===== config.mk =====
export PLATFORM = sky130hd
export DESIGN_NAME = nru_dl_user_data_header_parser_unit
export DESIGN_NICKNAME = d
export VERILOG_FILES = /design/src/sv/nrudl_pkg.sv /design/src/sv/nrudl_parse.sv /design/src/sv/nrudl_ofifo.sv /design/src/sv/nru_dl_user_data_header_parser_unit.sv
export SDC_FILE = /design/constraint.sdc
export NUM_CORES = 1
export LEC_CHECK = 0
export ABC_CLOCK_PERIOD_IN_PS = 11200
export BUFFER_PORTS_ARGS = -buffer_cell sky130_fd_sc_hd__buf_2
export CORE_MARGIN = 2
export CORE_UTILIZATION = 60
export CTS_BUF_LIST = sky130_fd_sc_hd__clkbuf_8
export CTS_CLUSTER_DIAMETER = 30
export DETAILED_ROUTE_END_ITERATION = 10
export PLACE_DENSITY = 0.77
export SLEW_MARGIN = 40
export SYNTH_ARGS = -nofsm -noshare
export SYNTH_HDL_FRONTEND = slang
export SYNTH_HIERARCHICAL = 1
export SYNTH_SLANG_ARGS = --single-unit

===== constraint.sdc =====
create_clock -name clk -period 11.2 [get_ports clk]
set_input_delay 0.56 -clock clk [delete_from_list [all_inputs] [get_ports clk]]
set_output_delay 0.56 -clock clk [all_outputs]
set_load 0.02 [all_outputs]

===== src/sv/nrudl_pkg.sv =====
// Shared types and constants of the NR-U downlink user data header parser.
package nrudl_pkg;

    localparam int DATA_W      = 8;
    localparam int SN_W        = 24;
    localparam int POS_W       = 11;
    localparam int FIFO_DEPTH  = 4;
    localparam int FIFO_AW     = $clog2(FIFO_DEPTH);
    localparam int FIFO_CW     = $clog2(FIFO_DEPTH + 1);
    localparam int TDATA_W     = 64;

    localparam logic [POS_W-1:0] POS_MAX = {POS_W{1'b1}};

    localparam logic [2:0] ST_OK        = 3'd0;
    localparam logic [2:0] ST_BAD_LEN   = 3'd1;
    localparam logic [2:0] ST_BAD_TYPE  = 3'd2;
    localparam logic [2:0] ST_SPARE     = 3'd3;
    localparam logic [2:0] ST_TOO_MANY  = 3'd4;
    localparam logic [2:0] ST_TRUNC     = 3'd5;

    localparam logic REC_SUMMARY = 1'b0;
    localparam logic REC_BLOCK   = 1'b1;

    localparam logic CFG_PDU_TYPE   = 1'b0;
    localparam logic CFG_MAX_BLOCKS = 1'b1;

    typedef struct packed {
        logic            record_kind;
        logic [2:0]      status;
        logic            rpt_poll;
        logic            assist_polling;
        logic            retx_flag;
        logic            flush_present;
        logic            blocks_present;
        logic [SN_W-1:0] sequence_value;
        logic [SN_W-1:0] discard_sn;
        logic [7:0]      count_or_size;
        logic            run_end;
    } rec_t;

    typedef struct packed {
        logic [1:0] cnt;
        rec_t       rec0;
        rec_t       rec1;
    } push_t;

endpackage


===== src/sv/nrudl_parse.sv =====
// Per-byte header parser: field position tracking, checks and record build.
module nrudl_parse import nrudl_pkg::*;
(
    input  logic              clk,
    input  logic              rst_n,
    input  logic              in_valid,
    input  logic [DATA_W-1:0] data_byte,
    input  logic              last_byte,
    input  logic [3:0]        expected_pdu_type,
    input  logic [7:0]        max_discard_blocks,
    output push_t             push
);

    logic [POS_W-1:0] pos_reg, pos_upd;
    logic [1:0]       mod4_reg, mod4_upd;
    logic [SN_W-1:0]  shift_reg, shift_upd;
    logic [5:0]       flags_reg, flags_upd;
    logic [SN_W-1:0]  seq_reg, seq_upd;
    logic [SN_W-1:0]  dsn_reg, dsn_upd;
    logic [7:0]       total_reg, total_upd;
    logic [7:0]       left_reg, left_upd;
    logic [2:0]       err_reg, err_upd;

    logic       flush, at_q, past_q, blk, done;
    logic [1:0] rel;
    logic [2:0] sum_status;
    rec_t       blk_rec, sum_rec;

    always_comb
    begin
        flush     = flags_reg[1];
        at_q      = flush ? (pos_reg == POS_W'(8)) : (pos_reg == POS_W'(5));
        past_q    = flush ? (pos_reg > POS_W'(8)) : (pos_reg > POS_W'(5));
        rel       = pos_reg[1:0] - (flush ? 2'd0 : 2'd1) - 2'd1;
        blk       = 1'b0;
        shift_upd = shift_reg;
        flags_upd = flags_reg;
        seq_upd   = seq_reg;
        dsn_upd   = dsn_reg;
        total_upd = total_reg;
        left_upd  = left_reg;
        err_upd   = err_reg;

        if (err_reg == ST_OK)
        begin
            if (pos_reg == '0)
            begin
                if (data_byte[7:4] != expected_pdu_type)
                    err_upd = ST_BAD_TYPE;
                else if (data_byte[3])
                    err_upd = ST_SPARE;
                else
                    flags_upd = {3'b000, data_byte[2:0]};
            end
            else if (pos_reg == POS_W'(1))
            begin
                if (data_byte[7:2] != 6'd0)
                    err_upd = ST_SPARE;
                else
                begin
                    flags_upd[3] = data_byte[1];
                    flags_upd[4] = data_byte[0];
                end
            end
            else if (pos_reg <= POS_W'(4))
            begin
                shift_upd = {shift_reg[SN_W-9:0], data_byte};
                if (pos_reg == POS_W'(4))
                    seq_upd = shift_upd;
            end
            else if (flush && pos_reg <= POS_W'(7))
            begin
                shift_upd = {shift_reg[SN_W-9:0], data_byte};
                if (pos_reg == POS_W'(7))
                    dsn_upd = shift_upd;
            end
            else if (flags_reg[2])
            begin
                if (at_q)
                begin
                    if (data_byte > max_discard_blocks)
                        err_upd = ST_TOO_MANY;
                    else
                    begin
                        total_upd    = data_byte;
                        left_upd     = data_byte;
                        flags_upd[5] = 1'b1;
                    end
                end
                else if (past_q && left_reg != 8'd0)
                begin
                    if (rel != 2'd3)
                        shift_upd = {shift_reg[SN_W-9:0], data_byte};
                    else
                    begin
                        blk      = 1'b1;
                        left_upd = left_reg - 8'd1;
                    end
                end
            end
        end

        pos_upd  = (pos_reg == POS_MAX) ? pos_reg : pos_reg + POS_W'(1);
        mod4_upd = mod4_reg + 2'd1;

        done = pos_upd >= (flags_upd[1] ? POS_W'(8) : POS_W'(5));
        if (flags_upd[2])
            done = done && flags_upd[5] && (left_upd == 8'd0);

        if (mod4_upd != 2'd2)
            sum_status = ST_BAD_LEN;
        else if (err_upd != ST_OK)
            sum_status = err_upd;
        else
            sum_status = done ? ST_OK : ST_TRUNC;

        blk_rec                     = '0;
        blk_rec.record_kind         = REC_BLOCK;
        blk_rec.sequence_value      = shift_reg;
        blk_rec.count_or_size       = data_byte;
        blk_rec.run_end             = ~last_byte;

        sum_rec.record_kind         = REC_SUMMARY;
        sum_rec.status              = sum_status;
        sum_rec.rpt_poll            = flags_upd[0];
        sum_rec.assist_polling      = flags_upd[3];
        sum_rec.retx_flag           = flags_upd[4];
        sum_rec.flush_present       = flags_upd[1];
        sum_rec.blocks_present      = flags_upd[2];
        sum_rec.sequence_value      = seq_upd;
        sum_rec.discard_sn          = dsn_upd;
        sum_rec.count_or_size       = total_upd;
        sum_rec.run_end             = 1'b1;

        push.rec0 = blk ? blk_rec : sum_rec;
        push.rec1 = sum_rec;
        push.cnt  = in_valid ? ({1'b0, blk} + {1'b0, last_byte}) : 2'd0;
    end

    always_ff @(posedge clk or negedge rst_n)
    begin
        if (!rst_n)
        begin
            pos_reg   <= '0;
            mod4_reg  <= '0;
            shift_reg <= '0;
            flags_reg <= '0;
            seq_reg   <= '0;
            dsn_reg   <= '0;
            total_reg <= '0;
            left_reg  <= '0;
            err_reg   <= ST_OK;
        end
        else if (in_valid)
        begin
            if (last_byte)
            begin
                pos_reg   <= '0;
                mod4_reg  <= '0;
                shift_reg <= '0;
                flags_reg <= '0;
                seq_reg   <= '0;
                dsn_reg   <= '0;
                total_reg <= '0;
                left_reg  <= '0;
                err_reg   <= ST_OK;
            end
            else
            begin
                pos_reg   <= pos_upd;
                mod4_reg  <= mod4_upd;
                shift_reg <= shift_upd;
                flags_reg <= flags_upd;
                seq_reg   <= seq_upd;
                dsn_reg   <= dsn_upd;
                total_reg <= total_upd;
                left_reg  <= left_upd;
                err_reg   <= err_upd;
            end
        end
    end

endmodule


===== src/sv/nrudl_ofifo.sv =====
// Result queue: takes up to two records per cycle, hands out one per word.
module nrudl_ofifo import nrudl_pkg::*;
(
    input  logic  clk,
    input  logic  rst_n,
    input  push_t push,
    output logic  room,
    output logic  out_valid,
    input  logic  out_ready,
    output rec_t  out_rec
);

    rec_t               mem_reg [FIFO_DEPTH];
    logic [FIFO_AW-1:0] wp_reg, rp_reg;
    logic [FIFO_CW-1:0] count_reg, count_next;
    logic [FIFO_AW-1:0] wp1;
    logic               pop;

    assign wp1       = wp_reg + FIFO_AW'(1);
    assign out_valid = (count_reg != '0);
    assign out_rec   = mem_reg[rp_reg];
    assign pop       = out_valid && out_ready;
    assign room      = (count_reg <= FIFO_CW'(FIFO_DEPTH - 2));
    assign count_next = count_reg + FIFO_CW'(push.cnt) - FIFO_CW'(pop);

    always_ff @(posedge clk)
    begin
        if (push.cnt != 2'd0)
            mem_reg[wp_reg] <= push.rec0;
        if (push.cnt == 2'd2)
            mem_reg[wp1] <= push.rec1;
    end

    always_ff @(posedge clk or negedge rst_n)
    begin
        if (!rst_n)
        begin
            wp_reg    <= '0;
            rp_reg    <= '0;
            count_reg <= '0;
        end
        else
        begin
            wp_reg    <= wp_reg + FIFO_AW'(push.cnt);
            rp_reg    <= rp_reg + FIFO_AW'(pop);
            count_reg <= count_next;
        end
    end

    a_count_bound: assert property (@(posedge clk) disable iff (!rst_n)
        count_reg <= FIFO_CW'(FIFO_DEPTH))
        else $error("result queue overfilled");

    a_push_fits: assert property (@(posedge clk) disable iff (!rst_n)
        (push.cnt != 2'd0) |-> (FIFO_CW'(push.cnt) + count_reg <= FIFO_CW'(FIFO_DEPTH)))
        else $error("push without space");

    a_pop_only: assert property (@(posedge clk) disable iff (!rst_n)
        (pop && push.cnt == 2'd0) |=> (count_reg == $past(count_reg) - FIFO_CW'(1)))
        else $error("count lost track on pop");

endmodule


===== src/sv/nru_dl_user_data_header_parser_unit.sv =====
// Top level of the NR-U downlink user data header parser.
//
// Input stream: one PDU byte per word on s_tdata, first bit in bit 7, s_tlast
// on the final byte. Output stream: records on m_tdata, m_tuser = record kind
// (0 summary, 1 discard block), m_tlast = last record caused by that byte.
// A discard block record goes out as each 4-byte block completes; a summary
// with status goes out on the last byte (block record first when both occur).
// Consumers drop block records of a PDU whose summary status is not zero.
// Throughput: one byte per cycle while s_tready is high; an accepted byte's
// records are registered into the queue before they reach m_*. Records pass
// through a 4-word queue; s_tready drops while fewer than two slots are free,
// so a stalled m_tready stalls the input once more than two records wait.
// Config: cfg_we/cfg_addr/cfg_wdata, 0 = expected PDU type, 1 = max blocks;
// write only while idle.
// Reset: parser returns to start of PDU, queue empties, type 0, max 255.
module nru_dl_user_data_header_parser_unit import nrudl_pkg::*;
(
    input  logic               clk,
    input  logic               rst_n,
    input  logic               s_tvalid,
    output logic               s_tready,
    input  logic [DATA_W-1:0]  s_tdata,   // [7:0] data_byte
    input  logic               s_tlast,
    output logic               m_tvalid,
    input  logic               m_tready,
    // [2:0] status, [3] rpt_poll, [4] assist_polling,
    // [5] retx_flag, [6] flush_present, [7] blocks_present,
    // [31:8] sequence_value, [55:32] discard_sn, [63:56] count_or_size
    output logic [TDATA_W-1:0] m_tdata,
    output logic               m_tuser,   // [0] record_kind
    output logic               m_tlast,
    input  logic               cfg_we,
    input  logic               cfg_addr,
    input  logic [7:0]         cfg_wdata
);

    logic [3:0] pdu_type_reg;
    logic [7:0] max_blocks_reg;
    push_t      push;
    rec_t       head;
    logic       accept;

    assign accept = s_tvalid && s_tready;

    always_ff @(posedge clk or negedge rst_n)
    begin
        if (!rst_n)
        begin
            pdu_type_reg   <= 4'd0;
            max_blocks_reg <= 8'd255;
        end
        else if (cfg_we)
        begin
            unique case (cfg_addr)
                CFG_PDU_TYPE:   pdu_type_reg   <= cfg_wdata[3:0];
                CFG_MAX_BLOCKS: max_blocks_reg <= cfg_wdata;
                default:        ;
            endcase
        end
    end

    nrudl_parse u_parse (
        .clk                (clk),
        .rst_n              (rst_n),
        .in_valid           (accept),
        .data_byte          (s_tdata),
        .last_byte          (s_tlast),
        .expected_pdu_type  (pdu_type_reg),
        .max_discard_blocks (max_blocks_reg),
        .push               (push)
    );

    nrudl_ofifo u_ofifo (
        .clk       (clk),
        .rst_n     (rst_n),
        .push      (push),
        .room      (s_tready),
        .out_valid (m_tvalid),
        .out_ready (m_tready),
        .out_rec   (head)
    );

    assign m_tdata = {head.count_or_size, head.discard_sn, head.sequence_value,
                      head.blocks_present, head.flush_present,
                      head.retx_flag, head.assist_polling,
                      head.rpt_poll, head.status};
    assign m_tuser = head.record_kind;
    assign m_tlast = head.run_end;

endmodule


==> impl_metrics.py <==
metrics = {
    "die": {
        "ioPinCount": 91,
        "start_util": 0.607,
        "die_y_um": 190,
        "die_area_um2": 36300,
        "num_rows": 68,
        "coreArea_um2": 34400,
        "die_w_um": 190,
    },
    "cells_and_area": {
        "multiInputGateArea_um2": 8590,
        "largest_register_ffs": 264,
        "ff_latch_area_um2": 11200,
        "layout.nets": 1664,
        "syn_to_final_growth_pct": 13.2,
        "diodes": 0,
        "fill_cells": 2380,
        "drive_gt1_frac": 0.358,
    },
    "sta": {
        "grt_setup_unrepaired": "no",
        "worstMarginPinSlew_ps": 838,
        "period_needed_ps": 5330,
        "finalSetupTns_ps": 0,
        "slew_headroom": 0.442,
        "hold_violations": 0,
        "report.final.slew_viol_count": 0,
        "fin_crit_sh": 0.476,
        "setup_viol": 0,
        "skew_ps": 34.0,
        "fmax_mhz": 187,
    },
    "setup_path": {
        "worst_path_largest_cell_delay_ps": 800,
        "critical_path.cell_chain": "inv_1, ha_1, or3b_2, o211ai_2, a21oi_2, nand2_2, buf_4, clkinv_1, ha_1, and2_1, and4bb_4, buf_4, mux2_2",
        "worstPathRequired_ps": 11550,
        "cp_max_fo": 66,
        "crit_type": "register to register",
        "crit_family": "buffers and inverters",
        "end_kind": "register",
        "cp_slowest_cell": "and4bb_4",
        "critical_path_arrival_ps": 5680,
        "crit_buf_inv": 4,
        "cp-start-kind": "register",
    },
    "power_and_ir_drop": {
        "p_per_area_nw_per_um2": 220,
        "power.total_uw": 5180,
        "swShare": 0.327,
        "intPower_uw": 3490,
        "p_switching_uw": 1700,
        "p_leak_uw": 0.00997,
        "ir_drop_mv": 0.154,
        "clockPowerShare": 0.341,
        "seqPwrFrac": 0.368,
        "comb_power_share": 0.291,
    },
    "logic_synthesis": {
        "synth-seq-area-share": 0.536,
        "synth_top_area_cell": "edfxtp_1",
        "synth_cell_types": 94,
        "synth.net_count": 1561,
        "yosys-top-cells-area": "edfxtp_1 38%, dfrtp_1 15%, mux2_2 9.1%",
        "ys_seq_elements": 393,
        "synth_edf_count": 264,
        "yosysWarnings": 6,
        "syn-cell-area_um2": 20800,
        "synth_top_area_share": 0.380,
        "netlist_instances": 1516,
        "async_flop_share": 0.328,
        "synth_area_per_cell_um2": 13.8,
        "ys.flop_type": "edfxtp_1",
    },
    "clock_tree": {
        "clock_latency_ps": 630,
        "cts_tree": "done",
        "cts_root_buffer": "clkbuf_8",
        "numCtsBuffers": 86,
        "hold_buffers": 0,
        "postCtsSetupBuffers": 0,
        "clkSinkCount": 393,
        "htreeDepth": 3,
        "cts_resized": 0,
        "clk_path_buf_depth": 3,
        "path_clk_slew_ps": 50,
    },
    "detailed_routing": {
        "finalWirelength_um": 49900,
        "wl_per_cell_um": 23.2,
        "drtPass1Iterations": 6,
        "vias": 13202,
        "drtIter0Drc": 1222,
        "drc": 0,
        "ant_nets": 0,
        "avgViaCountPerCell": 6.15,
    },
    "global_route": {
        "grt_pass1_vias": 13942,
        "antenna_found_initial": 2,
        "grt_overflow_total": 0,
        "grt_max_degree": 78,
        "grt_pass1_wl_um": 77900,
        "grt_use_total": 0.282,
    },
    "place": {
        "dp_hpwl_um": 29200,
        "gp_congestion": 0.895,
        "numPortBuffers": 90,
    },
    "flow_run": {
        "maxCapViolations": 0,
    },
    "status": {
        "outcome": "finished, final reports clean",
    },
    "worst_hold_path": {
        "hp-class": "input pin to asynchronous set/reset pin",
    },
}
[routing by layer]
| metal | wire length [µm] | vias to the layer above | global-route usage |
|---|---|---|---|
| met5 | 27 | - | 0 |
| met4 | 1280 | 4 | 0.111 |
| met3 | 3100 | 91 | 0.0464 |
| met2 | 25000 | 482 | 0.469 |
| met1 | 20500 | 6711 | 0.372 |
| li1 | - | 5914 | - |
[worst paths after layout]
check / to / start / slack (ps) / cells past startpoint
min: u_parse/dsn_reg[2] / rst_n / 20 / 1
min in group clk: max_blocks_reg[6] / cfg_wdata[6] / 190 / 2
min reg2reg: u_parse/mod4_reg[0] / u_parse/mod4_reg[0] / 490 / 1
max reg2reg: u_ofifo/mem_reg[3][22] / u_parse/left_reg[0] / 5870 / 13
max in group asynchronous: u_parse/seq_reg[22] / rst_n / 9990 / 2
max: u_ofifo/mem_reg[3][22] / u_parse/left_reg[0] / 5870 / 13
[cell type report]
type / count / area share
Timing Repair Buffer: 113 / 0.0302
Sequential cell: 393 / 0.473
Clock buffer: 93 / 0.0543
Inverter: 154 / 0.0245
Multi-Input combinational cell: 871 / 0.364
Tap cell: 455 / 0.0241
Clock inverter: 68 / 0.0294
[cells in the mapped netlist (all sizes together) (4+ instances only)]
library cell  count
o31ai             9
nor2             85
a31oi             6
o21a              4
and3              6
a21o              6
dfrtp           121
and2              6
a21oi            61
nand2b            8
inv             153
dfstp             8
o311ai            4
mux2            277
clkbuf           36
mux4             66
xor2              5
nor4              6
or2               4
xnor2             9
a21boi            6
o21ai            16
nor2b             5
buf              62
a22o             25
mux2i            53
o22ai            69
ha               21
o211ai           10
nand2            33
edfxtp          264
nor3              8
nand3            11
[metrics by stage]
step | utilization | area [µm²] | hold WS (ps) | setup slack (ps) | std cells
final | 0.686 | 23600 | 16.2 | 5870 | 2147
after floorplan | - | 20800 | 264 | 3360 | 1516
after CTS | 0.686 | 23600 | 2.68 | 5910 | 2146
after global placement | 0.625 | 21500 | 466 | 5980 | 1982
after detailed placement | 0.629 | 21600 | 487 | 5960 | 1985
after global routing | 0.686 | 23600 | 51.5 | 5670 | 2147
[placed cells by master (no fill, tap or decap), types with 9 or more instances in the layout]
master and count:
ha_1 21, nand2_1 30, dfrtp_1 119, buf_4 14
o21ai_0 12, nand3_1 10, clkinv_1 11, clkinv_2 14
mux2_1 40, clkinvlp_4 9, xnor2_1 9, mux2_4 69
a21oi_1 60, a22o_1 25, o31ai_1 9, mux4_2 66
bufinv_16 14, mux2_2 168, inv_1 170, clkbuf_8 93
buf_2 89, o22ai_1 69, nor2_1 82, mux2i_1 53
edfxtp_1 264
[kinds of logic (layout without fill, tap and decap cells)]
| logic type | count (synthesis) | count (layout) | synth area share |
|---|---|---|---|
| compound gates | 241 | 241 | 0.0799 |
| xor+xnor | 14 | 14 | 0.00588 |
| fa+ha+maj | 22 | 22 | 0.0136 |
| buf+inv | 252 | 428 | 0.0552 |
| flops | 393 | 393 | 0.536 |
| mux | 396 | 396 | 0.259 |
| other cells | 2 | 2 | 0.000360 |
| simple gates | 196 | 196 | 0.0508 |
[power by group through the flow]
stage	Sequential (µW)	Combinational (µW)	Clock [µW]
final	1910	1510	1770
after global routing	1930	1610	1860
after CTS	1910	1520	1800
after detailed placement	1930	1510	0
after global placement	1920	1470	0
after floorplan	1840	1150	0
Power figures use the tool's default switching activity.
